### src/rtl/ahe_pkg.sv
// Package for the ack run header encoder: shared types and constants.
// No dependencies; imported by ahe_run_unit and ack_run_header_encoder_core.
package ahe_pkg;

    localparam int IN_DATA_W    = 56;
    localparam int OUT_DATA_W   = 8;
    localparam int SEQ_W        = 9;
    localparam int ACK_W        = 5;
    localparam int TYPE_W       = 5;
    localparam int LEN_W        = 3;
    localparam int START_W      = 5;
    localparam logic [LEN_W-1:0] RUN_MAX_LEN = 3'd7;

    typedef enum logic [2:0] {
        ST_IDLE,
        ST_HDR0,
        ST_HDR1,
        ST_SCAN,
        ST_TERM
    } ahe_state_t;

    typedef struct packed {
        logic               clear;
        logic               step;
        logic               slot_bit;
        logic [START_W-1:0] slot_idx;
    } ahe_run_ctl_t;

    typedef struct packed {
        logic                          emit;
        logic                          pending;
        logic [OUT_DATA_W-1:0]         run_byte;
    } ahe_run_sts_t;

endpackage

### src/rtl/ahe_run_unit.sv
// Run tracker: takes one slot bit per step, keeps the open run's start and
// length, and flags when a (start, length) run byte is due. Uses ahe_pkg.
module ahe_run_unit
    import ahe_pkg::*;
(
    input  logic         aclk,
    input  logic         aresetn,
    input  ahe_run_ctl_t ctl,
    output ahe_run_sts_t sts
);

    logic [LEN_W-1:0]   len_reg, len_next;
    logic [START_W-1:0] start_reg, start_next;
    logic               len_full;

    assign len_full         = (len_reg == RUN_MAX_LEN);
    assign sts.pending      = (len_reg != '0);
    assign sts.emit         = sts.pending && (!ctl.slot_bit || len_full);
    assign sts.run_byte     = {start_reg, len_reg};

    always_comb begin
        len_next   = len_reg;
        start_next = start_reg;
        if (ctl.clear) begin
            len_next = '0;
        end else if (ctl.step) begin
            if (ctl.slot_bit) begin
                if (len_reg == '0 || len_full) begin
                    start_next = ctl.slot_idx;
                    len_next   = LEN_W'(1);
                end else begin
                    len_next = len_reg + LEN_W'(1);
                end
            end else begin
                len_next = '0;
            end
        end
    end

    always_ff @(posedge aclk) begin
        if (!aresetn) begin
            len_reg <= '0;
        end else begin
            len_reg <= len_next;
        end
        start_reg <= start_next;
    end

endmodule

### src/rtl/ack_run_header_encoder_core.sv
// Ack run header encoder top: sequencer, slot scan and output register.
// After accept, the sequencer moves to the first header state, which loads
// the first byte into the output register. New requests are taken only in
// idle; the run tracker steps over one slot each cycle unless a due run byte
// waits on a stalled output. Synchronous active-low reset empties the output
// and returns to idle. Depends on ahe_pkg and ahe_run_unit.
module ack_run_header_encoder_core
    import ahe_pkg::*;
#(
    parameter int WINDOW_SLOTS = 32
) (
    input  logic                  aclk,
    input  logic                  aresetn,
    input  logic                  s_tvalid,
    output logic                  s_tready,
    // [31:0] slot_mask, [40:32] sequence_number, [41] parity_bit,
    // [46:42] acked_mod32, [51:47] type_flags, [55:52] zero
    input  logic [IN_DATA_W-1:0]  s_tdata,
    output logic                  m_tvalid,
    input  logic                  m_tready,
    // [7:0] header_byte
    output logic [OUT_DATA_W-1:0] m_tdata,
    output logic                  m_tlast
);

    localparam int CNT_W = $clog2(WINDOW_SLOTS + 1);

    ahe_state_t                  state_reg, state_next;
    logic [CNT_W-1:0]            cnt_reg, cnt_next;
    logic [WINDOW_SLOTS-1:0]     mask_reg, mask_next;
    logic [SEQ_W-1:0]            seq_reg;
    logic                        par_reg;
    logic [ACK_W-1:0]            ack_reg;
    logic [TYPE_W-1:0]           type_reg;
    logic                        out_valid_reg, out_valid_next;
    logic [OUT_DATA_W-1:0]       out_byte_reg;
    logic                        out_last_reg;
    logic                        out_free, load_en, load_last, accept, at_end;
    logic [OUT_DATA_W-1:0]       load_byte;
    ahe_run_ctl_t                run_ctl;
    ahe_run_sts_t                run_sts;

    assign out_free = !out_valid_reg || m_tready;
    assign accept   = s_tvalid && s_tready;
    assign at_end   = (cnt_reg == CNT_W'(WINDOW_SLOTS));

    ahe_run_unit u_run (
        .aclk    (aclk),
        .aresetn (aresetn),
        .ctl     (run_ctl),
        .sts     (run_sts)
    );

    always_ff @(posedge aclk) begin
        if (!aresetn) begin
            state_reg     <= ST_IDLE;
            out_valid_reg <= 1'b0;
        end else begin
            state_reg     <= state_next;
            out_valid_reg <= out_valid_next;
        end
        cnt_reg  <= cnt_next;
        mask_reg <= mask_next;
        if (accept) begin
            seq_reg  <= s_tdata[40:32];
            par_reg  <= s_tdata[41];
            ack_reg  <= s_tdata[46:42];
            type_reg <= s_tdata[51:47];
        end
        if (load_en) begin
            out_byte_reg <= load_byte;
            out_last_reg <= load_last;
        end
    end

    always_comb begin
        state_next       = state_reg;
        cnt_next         = cnt_reg;
        mask_next        = mask_reg;
        s_tready         = 1'b0;
        load_en          = 1'b0;
        load_byte        = '0;
        load_last        = 1'b0;
        run_ctl.clear    = 1'b0;
        run_ctl.step     = 1'b0;
        run_ctl.slot_bit = mask_reg[0];
        run_ctl.slot_idx = START_W'(cnt_reg);
        unique case (state_reg)
            ST_IDLE: begin
                s_tready = 1'b1;
                if (s_tvalid) begin
                    mask_next  = s_tdata[WINDOW_SLOTS-1:0];
                    state_next = ST_HDR0;
                end
            end
            ST_HDR0: begin
                if (out_free) begin
                    load_en    = 1'b1;
                    load_byte  = {seq_reg[5:0], par_reg, 1'b1};
                    state_next = ST_HDR1;
                end
            end
            ST_HDR1: begin
                run_ctl.clear = 1'b1;
                if (out_free) begin
                    load_en    = 1'b1;
                    load_byte  = {ack_reg, seq_reg[8:6]};
                    cnt_next   = '0;
                    state_next = ST_SCAN;
                end
            end
            ST_SCAN: begin
                if (at_end) begin
                    if (run_sts.pending) begin
                        if (out_free) begin
                            load_en       = 1'b1;
                            load_byte     = run_sts.run_byte;
                            run_ctl.clear = 1'b1;
                        end
                    end else begin
                        state_next = ST_TERM;
                    end
                end else if (!run_sts.emit || out_free) begin
                    run_ctl.step = 1'b1;
                    cnt_next     = cnt_reg + CNT_W'(1);
                    mask_next    = mask_reg >> 1;
                    if (run_sts.emit) begin
                        load_en   = 1'b1;
                        load_byte = run_sts.run_byte;
                    end
                end
            end
            ST_TERM: begin
                if (out_free) begin
                    load_en    = 1'b1;
                    load_byte  = {type_reg, LEN_W'(0)};
                    load_last  = 1'b1;
                    state_next = ST_IDLE;
                end
            end
            default: begin
                state_next = ST_IDLE;
            end
        endcase
        out_valid_next = load_en || (out_valid_reg && !m_tready);
    end

    assign m_tvalid = out_valid_reg;
    assign m_tdata  = out_byte_reg;
    assign m_tlast  = out_last_reg;

    a_busy_after_accept: assert property (@(posedge aclk) disable iff (!aresetn)
        accept |=> !s_tready)
        else $error("input taken while a header is in progress");

    a_last_after_scan: assert property (@(posedge aclk) disable iff (!aresetn)
        (m_tvalid && m_tlast) |-> (state_reg != ST_SCAN && state_reg != ST_TERM))
        else $error("terminator shown before the scan finished");

    a_last_zero_len: assert property (@(posedge aclk) disable iff (!aresetn)
        (m_tvalid && m_tlast) |-> (m_tdata[2:0] == 3'd0))
        else $error("terminator carries a nonzero run length");

endmodule

### config.mk
export PLATFORM = sky130hd
export DESIGN_NAME = ack_run_header_encoder_core
export DESIGN_NICKNAME = d
export VERILOG_FILES = /design/src/rtl/ahe_pkg.sv /design/src/rtl/ahe_run_unit.sv /design/src/rtl/ack_run_header_encoder_core.sv
export SDC_FILE = /design/constraint.sdc
export NUM_CORES = 1
export LEC_CHECK = 0
export ABC_AREA = 1
export BUFFER_PORTS_ARGS = -buffer_cell sky130_fd_sc_hd__buf_2
export CORE_ASPECT_RATIO = 0.5
export CORE_MARGIN = 8
export CORE_UTILIZATION = 30
export CTS_CLUSTER_DIAMETER = 200
export DETAILED_ROUTE_END_ITERATION = 10
export GPL_ROUTABILITY_DRIVEN = 0
export MAX_ROUTING_LAYER = met4
export SLEW_MARGIN = 10
export SYNTH_ARGS = -nofsm -noshare
export SYNTH_HDL_FRONTEND = slang
export SYNTH_SLANG_ARGS = --single-unit
export TNS_END_PERCENT = 5
### constraint.sdc
create_clock -name aclk -period 4.22 [get_ports aclk]
set_input_delay 0.211 -clock aclk [delete_from_list [all_inputs] [get_ports aclk]]
set_output_delay 0.211 -clock aclk [all_outputs]
set_load 0.02 [all_outputs]
==> results.py, run 1 <==
metrics = {
    "route": {
        "wire_per_inst_um": 13.2,
        "drcViolationCount": 0,
        "drtPass1Iterations": 4,
        "first_iter_violations": 191,
        "wl_mm": 7.87,
        "ant_nets": 0,
        "vias_per_cell": 4.28,
        "vias": 2541,
    },
    "finish": {
        "largest_register_ff_count": 32,
        "fillers": 1174,
        "final_util_pct": 37.9,
        "drive_gt1_share_pct": 22.1,
        "area_growth_pct": 25.2,
        "nets": 489,
        "final_cell_mix": "nand2_1, edfxtp_1, buf_2, inv_1, nand3_1",
        "final_common_cell": "nand2_1",
        "antenna_cells": 0,
    },
    "synthesis": {
        "ys_ff_latch": 79,
        "synth_area_leader_cell": "edfxtp_1",
        "synth_area_leaders": "edfxtp_1, nand2_1, dfxtp_1, inv_1, nand3_1",
        "synth_top_area_share_pct": 61.7,
        "synth-warning-count": 0,
        "syn_inst": 351,
        "ys_types": 24,
        "yosysSeqAreaShare_pct": 65.7,
        "synth.avg_cell_area_um2": 9.99,
        "synthesis.nets": 416,
        "syn_area_um2": 3510,
    },
    "cts": {
        "cts_tree": "built",
        "postCtsHoldBufs": 0,
        "root_buffer": "clkbuf_16",
        "htreeDepth": 3,
        "postCtsSetupRepairBufs": 0,
        "numCtsBuffers": 9,
        "ctsLongestPathBuffers": 2,
        "clk_latency_ns": 0.34,
        "cts_resized": 0,
        "cts.sinks": 79,
        "clk_pin_slew_worst_paths_ns": 0.06,
    },
    "sta": {
        "fin_crit_sh_pct": 59.1,
        "finalSetupViolCount": 0,
        "max_freq_ghz": 0.401,
        "finalHoldViolCount": 0,
        "worst_pin_slew_ns": 1.07,
        "max_slew_margin_pct": 28.4,
        "period_minus_slack_ns": 2.50,
        "setup_tns_ns": 0,
        "skew_ns": 0.00836,
        "rsz0062_at_grt": "false",
        "drv_slew": 0,
    },
    "power_and_ir_drop": {
        "p_leak_nw": 1.98,
        "power_w": 0.00316,
        "ir_drop_uv": 226,
        "pwr_density_cell_nw_per_um2": 720,
    },
    "worst_setup_path": {
        "path_max_fanout": 37,
        "setup.worst_path.class": "reg -> reg",
        "r2r_end": "mask_reg[7]",
        "cp-start-kind": "flop",
        "reg2reg_from": "state_reg[2]",
        "rrSetupSlack_ns": 1.72,
        "timing.critical_path.from": "state_reg[2]",
        "r2r_cells": 4,
        "cp.arrival_ns": 2.45,
        "cp-end-kind": "flop",
        "crit_required_ns": 4.17,
    },
    "floorplanning": {
        "io_pins": 71,
        "rows": 28,
        "die_y_um": 92.4,
        "fp.coreArea_um2": 11600,
        "die_w_um": 169,
        "start_util_pct": 30.2,
        "fp.dieArea_um2": 15600,
    },
    "outcome": {
        "status": "completed",
    },
    "global_route": {
        "grt_pass1_wl_mm": 12.5,
        "grt_antenna_before_repair": 0,
        "grt_pass1_vias": 2526,
        "grt_max_degree": 43,
        "grtUsageTotal_pct": 10.5,
        "grt_overflow": 0,
    },
    "place": {
        "hpwl_mm": 5.76,
        "portBuffers": 66,
    },
    "min_path": {
        "min_path_type": "in -> reg",
        "min_path_cells": 1,
        "min-delay-start": "s_tdata[50]",
        "holdPathEnd": "type_reg[3]",
    },
    "run": {
        "maxCapViolations": 0,
    },
}
==> cell families (layout without fill, tap and decap cells) <==
family / after synthesis / in the layout / share of synthesized area [%]
flops: 79 / 79 / 65.7
buf+inv: 46 / 124 / 5.32
simple gates: 198 / 198 / 23.7
fa+ha+maj: 5 / 5 / 1.78
compound gates: 23 / 23 / 3.53
==> layout make-up <==
class | instances | area [um2] | share of cell area (%)
clock buffers | 9 | 225 | 5.13
clock inverters | 7 | 128 | 2.91
inverters | 39 | 146 | 3.34
multi-input cells | 226 | 1030 | 23.4
flip-flops and latches | 79 | 2300 | 52.5
well taps | 165 | 206 | 4.70
repair buffers | 69 | 353 | 8.04
==> synthesized netlist by cell type <==
| master | n |
|---|---|
| nor3_1 | 2 |
| inv_2 | 1 |
| o21ai_0 | 4 |
| nand3_1 | 21 |
| nand4_1 | 4 |
| a31oi_1 | 1 |
| ha_1 | 5 |
| and3_1 | 4 |
| a21oi_1 | 16 |
| buf_2 | 2 |
| nor2_2 | 1 |
| nor2_1 | 15 |
| dfxtp_1 | 7 |
| edfxtp_1 | 72 |
| nand2_1 | 145 |
| clkinv_1 | 2 |
| clkbuf_1 | 2 |
| a32oi_1 | 1 |
| inv_1 | 36 |
| nand3_2 | 3 |
| buf_4 | 3 |
| nand2_2 | 1 |
| o21ai_2 | 1 |
| nor2_4 | 2 |
==> metrics by stage <==
step	instance area [um2]	hold slack [ns]	std cells	setup slack, ns
global placement	4040	0.388	578	1.76
floorplan	3510	0.309	351	1.18
finish	4390	0.0415	594	1.72
global route	4390	0.0280	594	1.47
detailed placement	4040	0.389	578	1.65
CTS	4390	0.0304	594	1.63
==> worst max-delay path, stage by stage (launching register included) <==
cell,delay (ns)
dfxtp_1,0.46
nor2_4,0.07
inv_2,0.44
o21ai_0,0.27
a21oi_4,0.86
==> power by group <==
group / internal, W / total (W) / switching, W
clock network: 0.000587 / 0.000911 / 0.000324
registers: 0.00130 / 0.00142 / 0.000118
logic: 0.000223 / 0.000829 / 0.000606
==> routing by layer <==
metal | track usage (%) | wire (um)
met4 | 3.17 | 60
met3 | 3.27 | 321
met2 | 14.1 | 3300
met5 | - | 0
met1 | 14.8 | 4180
==> worst max-delay path by stage <==
| stage | endpoint | depth (start not counted) |
|---|---|---|
| 2_1_floorplan | mask_reg[0] | 7 |
| 3_3_place_gp | mask_reg[0] | 5 |
| 4_1_cts | mask_reg[4] | 4 |
| 3_5_place_dp | mask_reg[8] | 4 |
| 6_report | mask_reg[7] | 4 |
| 5_1_grt | mask_reg[13] | 4 |
Note: power is estimated with default switching activity, not from simulation.
==> run 2: changes to the inputs <==
- clock period: 4.22 -> 2.3 ns (I/O delays scaled with it)
==> run 2 against run 1 <==
Net effect:
- sequential power up 83%
- highest routed layer unchanged
- critical path type unchanged
- worst setup slack got worse by 1.4 ns
- routed wire length rose by 1.3%
==> results.py, run 2 (synthesis results as in run 1) <==
metrics = {
    "cts": {
        "htreeDepth": 3,
        "root_buffer": "clkbuf_16",
        "clk_latency_ns": 0.33,
        "numCtsBuffers": 9,
        "cts.sinks": 79,
        "ctsLongestPathBuffers": 2,
        "clk_pin_slew_worst_paths_ns": 0.06,
        "cts_tree": "built",
    },
    "worst_setup_path": {
        "r2r_end": "m_tdata[1]",
        "crit_path_max_incr_delay_ns": 0.40,
        "crit_slowest_cell": "dfxtp_1",
        "cp-end-kind": "flop",
        "crit_chain": "ha_1 > ha_1 > inv_1 > nand2_1 > inv_1 > nand2_1 > nand3_1 > o21ai_0 > buf_4",
        "setup.worst_path.class": "reg -> reg",
        "r2r_cells": 9,
        "rrSetupSlack_ns": 0.33,
        "cp-start-kind": "flop",
        "path_max_fanout": 9,
        "cp_top_family": "simple AND/OR/NAND/NOR gates",
        "crit_buf_inv": 3,
        "crit_required_ns": 2.33,
        "reg2reg_from": "u_run.len_reg[0]",
        "cp.arrival_ns": 1.99,
    },
    "finish": {
        "area_growth_pct": 30.0,
        "final_common_cell": "nand2_1",
        "antenna_cells": 0,
        "stdcell_area_um2": 4560,
        "drive_gt1_share_pct": 21.6,
        "nets": 515,
        "final_cell_mix": "nand2_1, edfxtp_1, buf_2, inv_1, nand3_1",
        "largest_register_ff_count": 32,
        "fin_cells": 619,
        "fillers": 1159,
    },
    "power_and_ir_drop": {
        "power_w": 0.00551,
        "internal-power_w": 0.00362,
        "p_sw_share_pct": 34.3,
        "clock_power_share_pct": 22.8,
        "power_switching_w": 0.00189,
        "comb_power_share_pct": 30.0,
        "seq_power_share_pct": 47.2,
        "p_leak_nw": 2.05,
        "ir_drop_uv": 416,
        "pwr_density_cell_nw_per_um2": 1210,
    },
    "sta": {
        "worst_pin_slew_ns": 0.339,
        "max_freq_ghz": 0.509,
        "drv_slew": 0,
        "fin_crit_sh_pct": 85.4,
        "finalHoldViolCount": 0,
        "rsz0062_at_grt": "false",
        "finalSetupViolCount": 0,
        "worst_slack_ns": 0.335,
        "skew_ns": 0.00806,
        "period_minus_slack_ns": 1.97,
        "max_slew_margin_pct": 77.3,
    },
    "min_path": {
        "min-delay-start": "s_tdata[26]",
        "holdPathEnd": "mask_reg[26]",
        "min_path_cells": 3,
        "min_path_type": "in -> reg",
    },
    "global_route": {
        "grt_pass1_wl_mm": 12.5,
        "grt_pass1_vias": 2434,
        "grt_max_degree": 33,
        "grt_overflow": 0,
        "grt_antenna_before_repair": 0,
        "grtUsageTotal_pct": 10.5,
    },
    "place": {
        "place_ws_ns": 0.354,
        "portBuffers": 66,
        "hpwl_mm": 5.72,
        "dp.cells": 584,
        "place_area_um2": 4090,
    },
    "route": {
        "vias": 2628,
        "drcViolationCount": 0,
        "wire_per_inst_um": 12.9,
        "first_iter_violations": 145,
        "ant_nets": 0,
        "vias_per_cell": 4.25,
        "drtPass1Iterations": 4,
        "wl_mm": 7.97,
    },
    "floorplanning": {
        "rows": 28,
        "die_w_um": 169,
        "die_y_um": 92.4,
        "start_util_pct": 30.2,
        "io_pins": 71,
        "fp.coreArea_um2": 11600,
        "fp.dieArea_um2": 15600,
    },
    "outcome": {
        "status": "completed",
    },
    "run": {
        "maxCapViolations": 0,
    },
}
-- run 2: per-stage QoR --
stage / hold slack [ns] / TNS [ns] / utilization (%)
global placement: 0.293 / 0 / 35.3
global route: 0.0469 / 0 / 39.3
floorplan: 0.213 / -0.608 / -
detailed placement: 0.293 / 0 / 35.3
finish: 0.0493 / 0 / 39.3
CTS: 0.0345 / 0 / 39.3
-- run 2: worst max path at each step --
stage	start	endpoint	slack, ns	cells after the start
3_5_place_dp	cnt_reg[0]	m_tlast	0.35	7
4_1_cts	cnt_reg[0]	m_tdata[1]	0.34	7
3_3_place_gp	cnt_reg[0]	m_tlast	0.44	7
6_report	u_run.len_reg[0]	m_tdata[1]	0.33	9
5_1_grt	cnt_reg[0]	m_tdata[1]	0.21	7
2_1_floorplan	state_reg[2]	ack_reg[0]	-0.03	5
-- run 2: metal layers --
layer | global-route usage, % | part of all wire [%] | up-vias | routed length, um
li1 | - | - | 1353 | -
met1 | 14.9 | 52 | 1208 | 4130
met2 | 14.2 | 42 | 65 | 3380
met3 | 3.65 | 5.4 | 2 | 430
met4 | 1.99 | 0.26 | 0 | 21
met5 | - | 0 | - | 0
-- run 2: repair_timing --
item | CTS | global route
resized for setup | 0 | 0
buffers inserted | 0 | 0
hold endpoints to repair | 20 | 0
hold buffers | 20 | 0
-- run 2: tightest hold or removal path, delay by kind of cell --
kind,cells,cell delay (ns)
buffers and inverters,1,0.07
and+or+nand+nor,2,0.08
-- run 2: power groups by stage --
stage               clock network (W)  registers (W)  logic, W
CTS                           0.00130        0.00261   0.00167
detailed placement                  0        0.00263   0.00164
finish                        0.00126        0.00260   0.00165
global route                  0.00135        0.00267   0.00186
global placement                    0        0.00261   0.00160
floorplan                           0        0.00270  0.000940
-- run 2: cell type report --
class | count | area (um2) | share of cell area (%)
Tap cell | 165 | 206 | 4.53
Sequential cell | 79 | 2300 | 50.5
Clock buffer | 10 | 229 | 5.02
Timing Repair Buffer | 95 | 611 | 13.4
Multi-Input combinational cell | 226 | 1030 | 22.6
Clock inverter | 5 | 35.0 | 0.769
Inverter | 39 | 146 | 3.21
==> run 3: changes to the inputs <==
- ABC_AREA: 1 -> unset
==> run 3 against run 2 <==
Net effect:
- sequential share of layout area decreased by 1.9 points
- non-clock buffer count increased by 15
- largest power group unchanged
- critical endpoint is now m_tdata[4]
- final area increased by 3.9%
- largest cell class unchanged
- utilization increased by 1.3 points
- worst hold slack got worse by 0.0013 ns
==> results.py, run 3 <==
metrics = {
    "outcome": {
        "status": "completed",
    },
    "synthesis": {
        "synth-edff-count": 72,
        "yosysSeqAreaShare_pct": 64.9,
        "synth-warning-count": 0,
        "synth_mux_area_share_pct": 0.282,
        "synth.avg_cell_area_um2": 11.6,
        "synth-simple-area-share_pct": 21.2,
        "synth_top_family_by_area": "simple AND/OR/NAND/NOR gates",
        "synth_compound_area_share_pct": 8.29,
        "synth_area_leader_cell": "edfxtp_1",
        "ys.flop_type": "edfxtp_1",
        "synth_area_leaders": "edfxtp_1, nand2_1, dfxtp_1, ha_1, a22oi_1",
        "async_flop_share_pct": 0,
        "syn_area_um2": 3550,
        "synth_top_area_share_pct": 61.0,
        "synth_commonest_cells": "nand2_1, edfxtp_1, nor2_1",
        "ys_types": 47,
        "synthesis.nets": 372,
        "synthXorXnorAreaFrac_pct": 0.988,
        "synthAdderAreaFrac_pct": 1.76,
        "ys_ff_latch": 79,
        "syn_inst": 307,
        "synthMostInstantiatedCell": "nand2_1",
    },
    "power_and_ir_drop": {
        "pwr_density_cell_nw_per_um2": 1110,
        "ir_drop_uv": 392,
        "power_w": 0.00524,
        "p_leak_nw": 1.92,
    },
    "cts": {
        "root_buffer": "clkbuf_16",
        "cts_tree": "built",
        "postCtsSetupRepairBufs": 0,
        "numCtsBuffers": 9,
        "cts.sinks": 79,
        "clk_latency_ns": 0.33,
        "ctsLongestPathBuffers": 2,
        "htreeDepth": 3,
        "clk_pin_slew_worst_paths_ns": 0.06,
    },
    "finish": {
        "fillers": 1125,
        "fin_cells": 585,
        "final_cell_mix": "nand2_1, edfxtp_1, buf_2, buf_4, dlygate4sd3_1",
        "nets": 480,
        "final_common_cell": "nand2_1",
        "largest_register_ff_count": 32,
        "area_growth_pct": 33.5,
        "drive_gt1_share_pct": 28.8,
        "antenna_cells": 0,
    },
    "route": {
        "drcViolationCount": 0,
        "vias_per_cell": 4.44,
        "ant_nets": 0,
        "first_iter_violations": 164,
        "drtPass1Iterations": 4,
        "wl_mm": 8.21,
        "vias": 2595,
        "wire_per_inst_um": 14.0,
    },
    "global_route": {
        "grt_max_degree": 39,
        "grt_overflow": 0,
        "grt_antenna_before_repair": 0,
        "grt_pass1_vias": 2706,
        "grtUsageTotal_pct": 11.2,
        "grt_pass1_wl_mm": 13.6,
    },
    "worst_setup_path": {
        "cp.arrival_ns": 2.12,
        "cp-start-kind": "flop",
        "path_max_fanout": 5,
        "r2r_end": "m_tdata[4]",
        "reg2reg_from": "u_run.len_reg[0]",
        "crit_required_ns": 2.37,
        "rrSetupSlack_ns": 0.25,
        "cp-end-kind": "flop",
        "timing.critical_path.from": "u_run.len_reg[0]",
        "crit_end": "m_tdata[4]",
        "r2r_cells": 7,
        "setup.worst_path.class": "reg -> reg",
    },
    "floorplanning": {
        "start_util_pct": 30.4,
        "die_w_um": 170,
        "io_pins": 71,
        "die_y_um": 92.9,
        "rows": 28,
        "fp.coreArea_um2": 11700,
        "fp.dieArea_um2": 15800,
    },
    "run": {
        "maxCapViolations": 0,
    },
    "place": {
        "place_ws_ns": -0.0324,
        "portBuffers": 66,
        "dp.cells": 548,
        "hpwl_mm": 5.68,
    },
    "sta": {
        "skew_ns": 0.00694,
        "max_slew_margin_pct": 59.5,
        "period_minus_slack_ns": 2.05,
        "rsz0062_at_grt": "false",
        "worst_slack_ns": 0.254,
        "worst_pin_slew_ns": 0.606,
        "max_freq_ghz": 0.489,
        "fin_crit_sh_pct": 89.0,
        "drv_slew": 0,
        "finalHoldViolCount": 0,
        "finalSetupViolCount": 0,
    },
    "min_path": {
        "min_path_type": "in -> reg",
    },
}
-- run 3: changes by cell type after synthesis, sizes merged, moves of 3 or more --
cell,delta
nand2,-47
inv,-33
nand3,-17
a22oi,+8
buf,+7
nor2b,+7
a21oi,-6
nand2b,+5
a221o,+4
and2,+4
and3,-4
nor3b,+3
or2,+3
-- run 3: cell families after synthesis --
family                   Yosys count
multiplexers                       1
buffers and inverters             18
AO/OA/AOI/OAI                     41
XOR/XNOR                           4
AND/OR/NAND/NOR                  159
adder cells (fa/ha/maj)            5
flip-flops                        79
-- run 3: through the flow --
stage               cell area (um2)  setup TNS, ns  util (%)  hold WS [ns]
finish                         4730              0      40.6        0.0480
global route                   4730              0      40.6        0.0493
CTS                            4730              0      40.6        0.0342
detailed placement             4210         -0.984      36.1         0.294
global placement               4210              0      36.1         0.293
floorplan                      3560              0         -         0.214
-- run 3: final cells by class --
| cell class | instances | area (um2) | area share [%] |
|---|---|---|---|
| clock inverter | 7 | 77.6 | 1.64 |
| multi-input combinational | 211 | 1180 | 25.0 |
| sequential | 79 | 2300 | 48.6 |
| inverter | 4 | 15.0 | 0.317 |
| timing repair buffer | 110 | 723 | 15.3 |
| clock buffer | 9 | 225 | 4.76 |
| tap | 165 | 206 | 4.36 |
-- run 3: report_power, final --
part / internal (W) / switching [W]
sequential: 0.00215 / 0.000147
clock: 0.000852 / 0.000592
combinational: 0.000572 / 0.000925
total: 0.00358 / 0.00166
-- run 3: how the worst min path moves through the flow --
stage,from,end,slack (ns),cells past startpoint
detailed placement,s_tdata[42],ack_reg[0],0.29,1
finish,s_tdata[12],mask_reg[12],0.05,3
global placement,s_tdata[42],ack_reg[0],0.29,1
floorplan,s_tdata[42],ack_reg[0],0.21,0
CTS,s_tdata[12],mask_reg[12],0.03,3
global route,s_tdata[28],mask_reg[28],0.05,3
-- run 3: routing by layer --
| metal | vias to the layer above | share of wire (%) | routed length [um] | track usage [%] |
|---|---|---|---|---|
| li1 | 1305 | - | - | - |
| met1 | 1230 | 52 | 4230 | 14.5 |
| met2 | 53 | 44 | 3650 | 17.3 |
| met3 | 7 | 3.1 | 258 | 2.89 |
| met4 | 0 | 0.93 | 76 | 2.63 |
| met5 | - | 0 | 0 | - |
-- run 3: what timing repair did --
action                                  4_1_cts  5_1_grt
cloned                                        1        0
gates resized for setup                       1        1
hold buffers                                 20        0
pin swaps                                     0        0
endpoints found under the setup margin       32        9
endpoints found under the hold margin        20        0
-- run 3: worst max-delay path, stage by stage (launching register included) --
cell and delay (ns):
dfxtp_1 0.31, ha_1 0.19, ha_1 0.19, buf_4 0.14, nand2b_1 0.15, a21oi_1 0.30
nor4_4 0.12, a221o_1 0.39
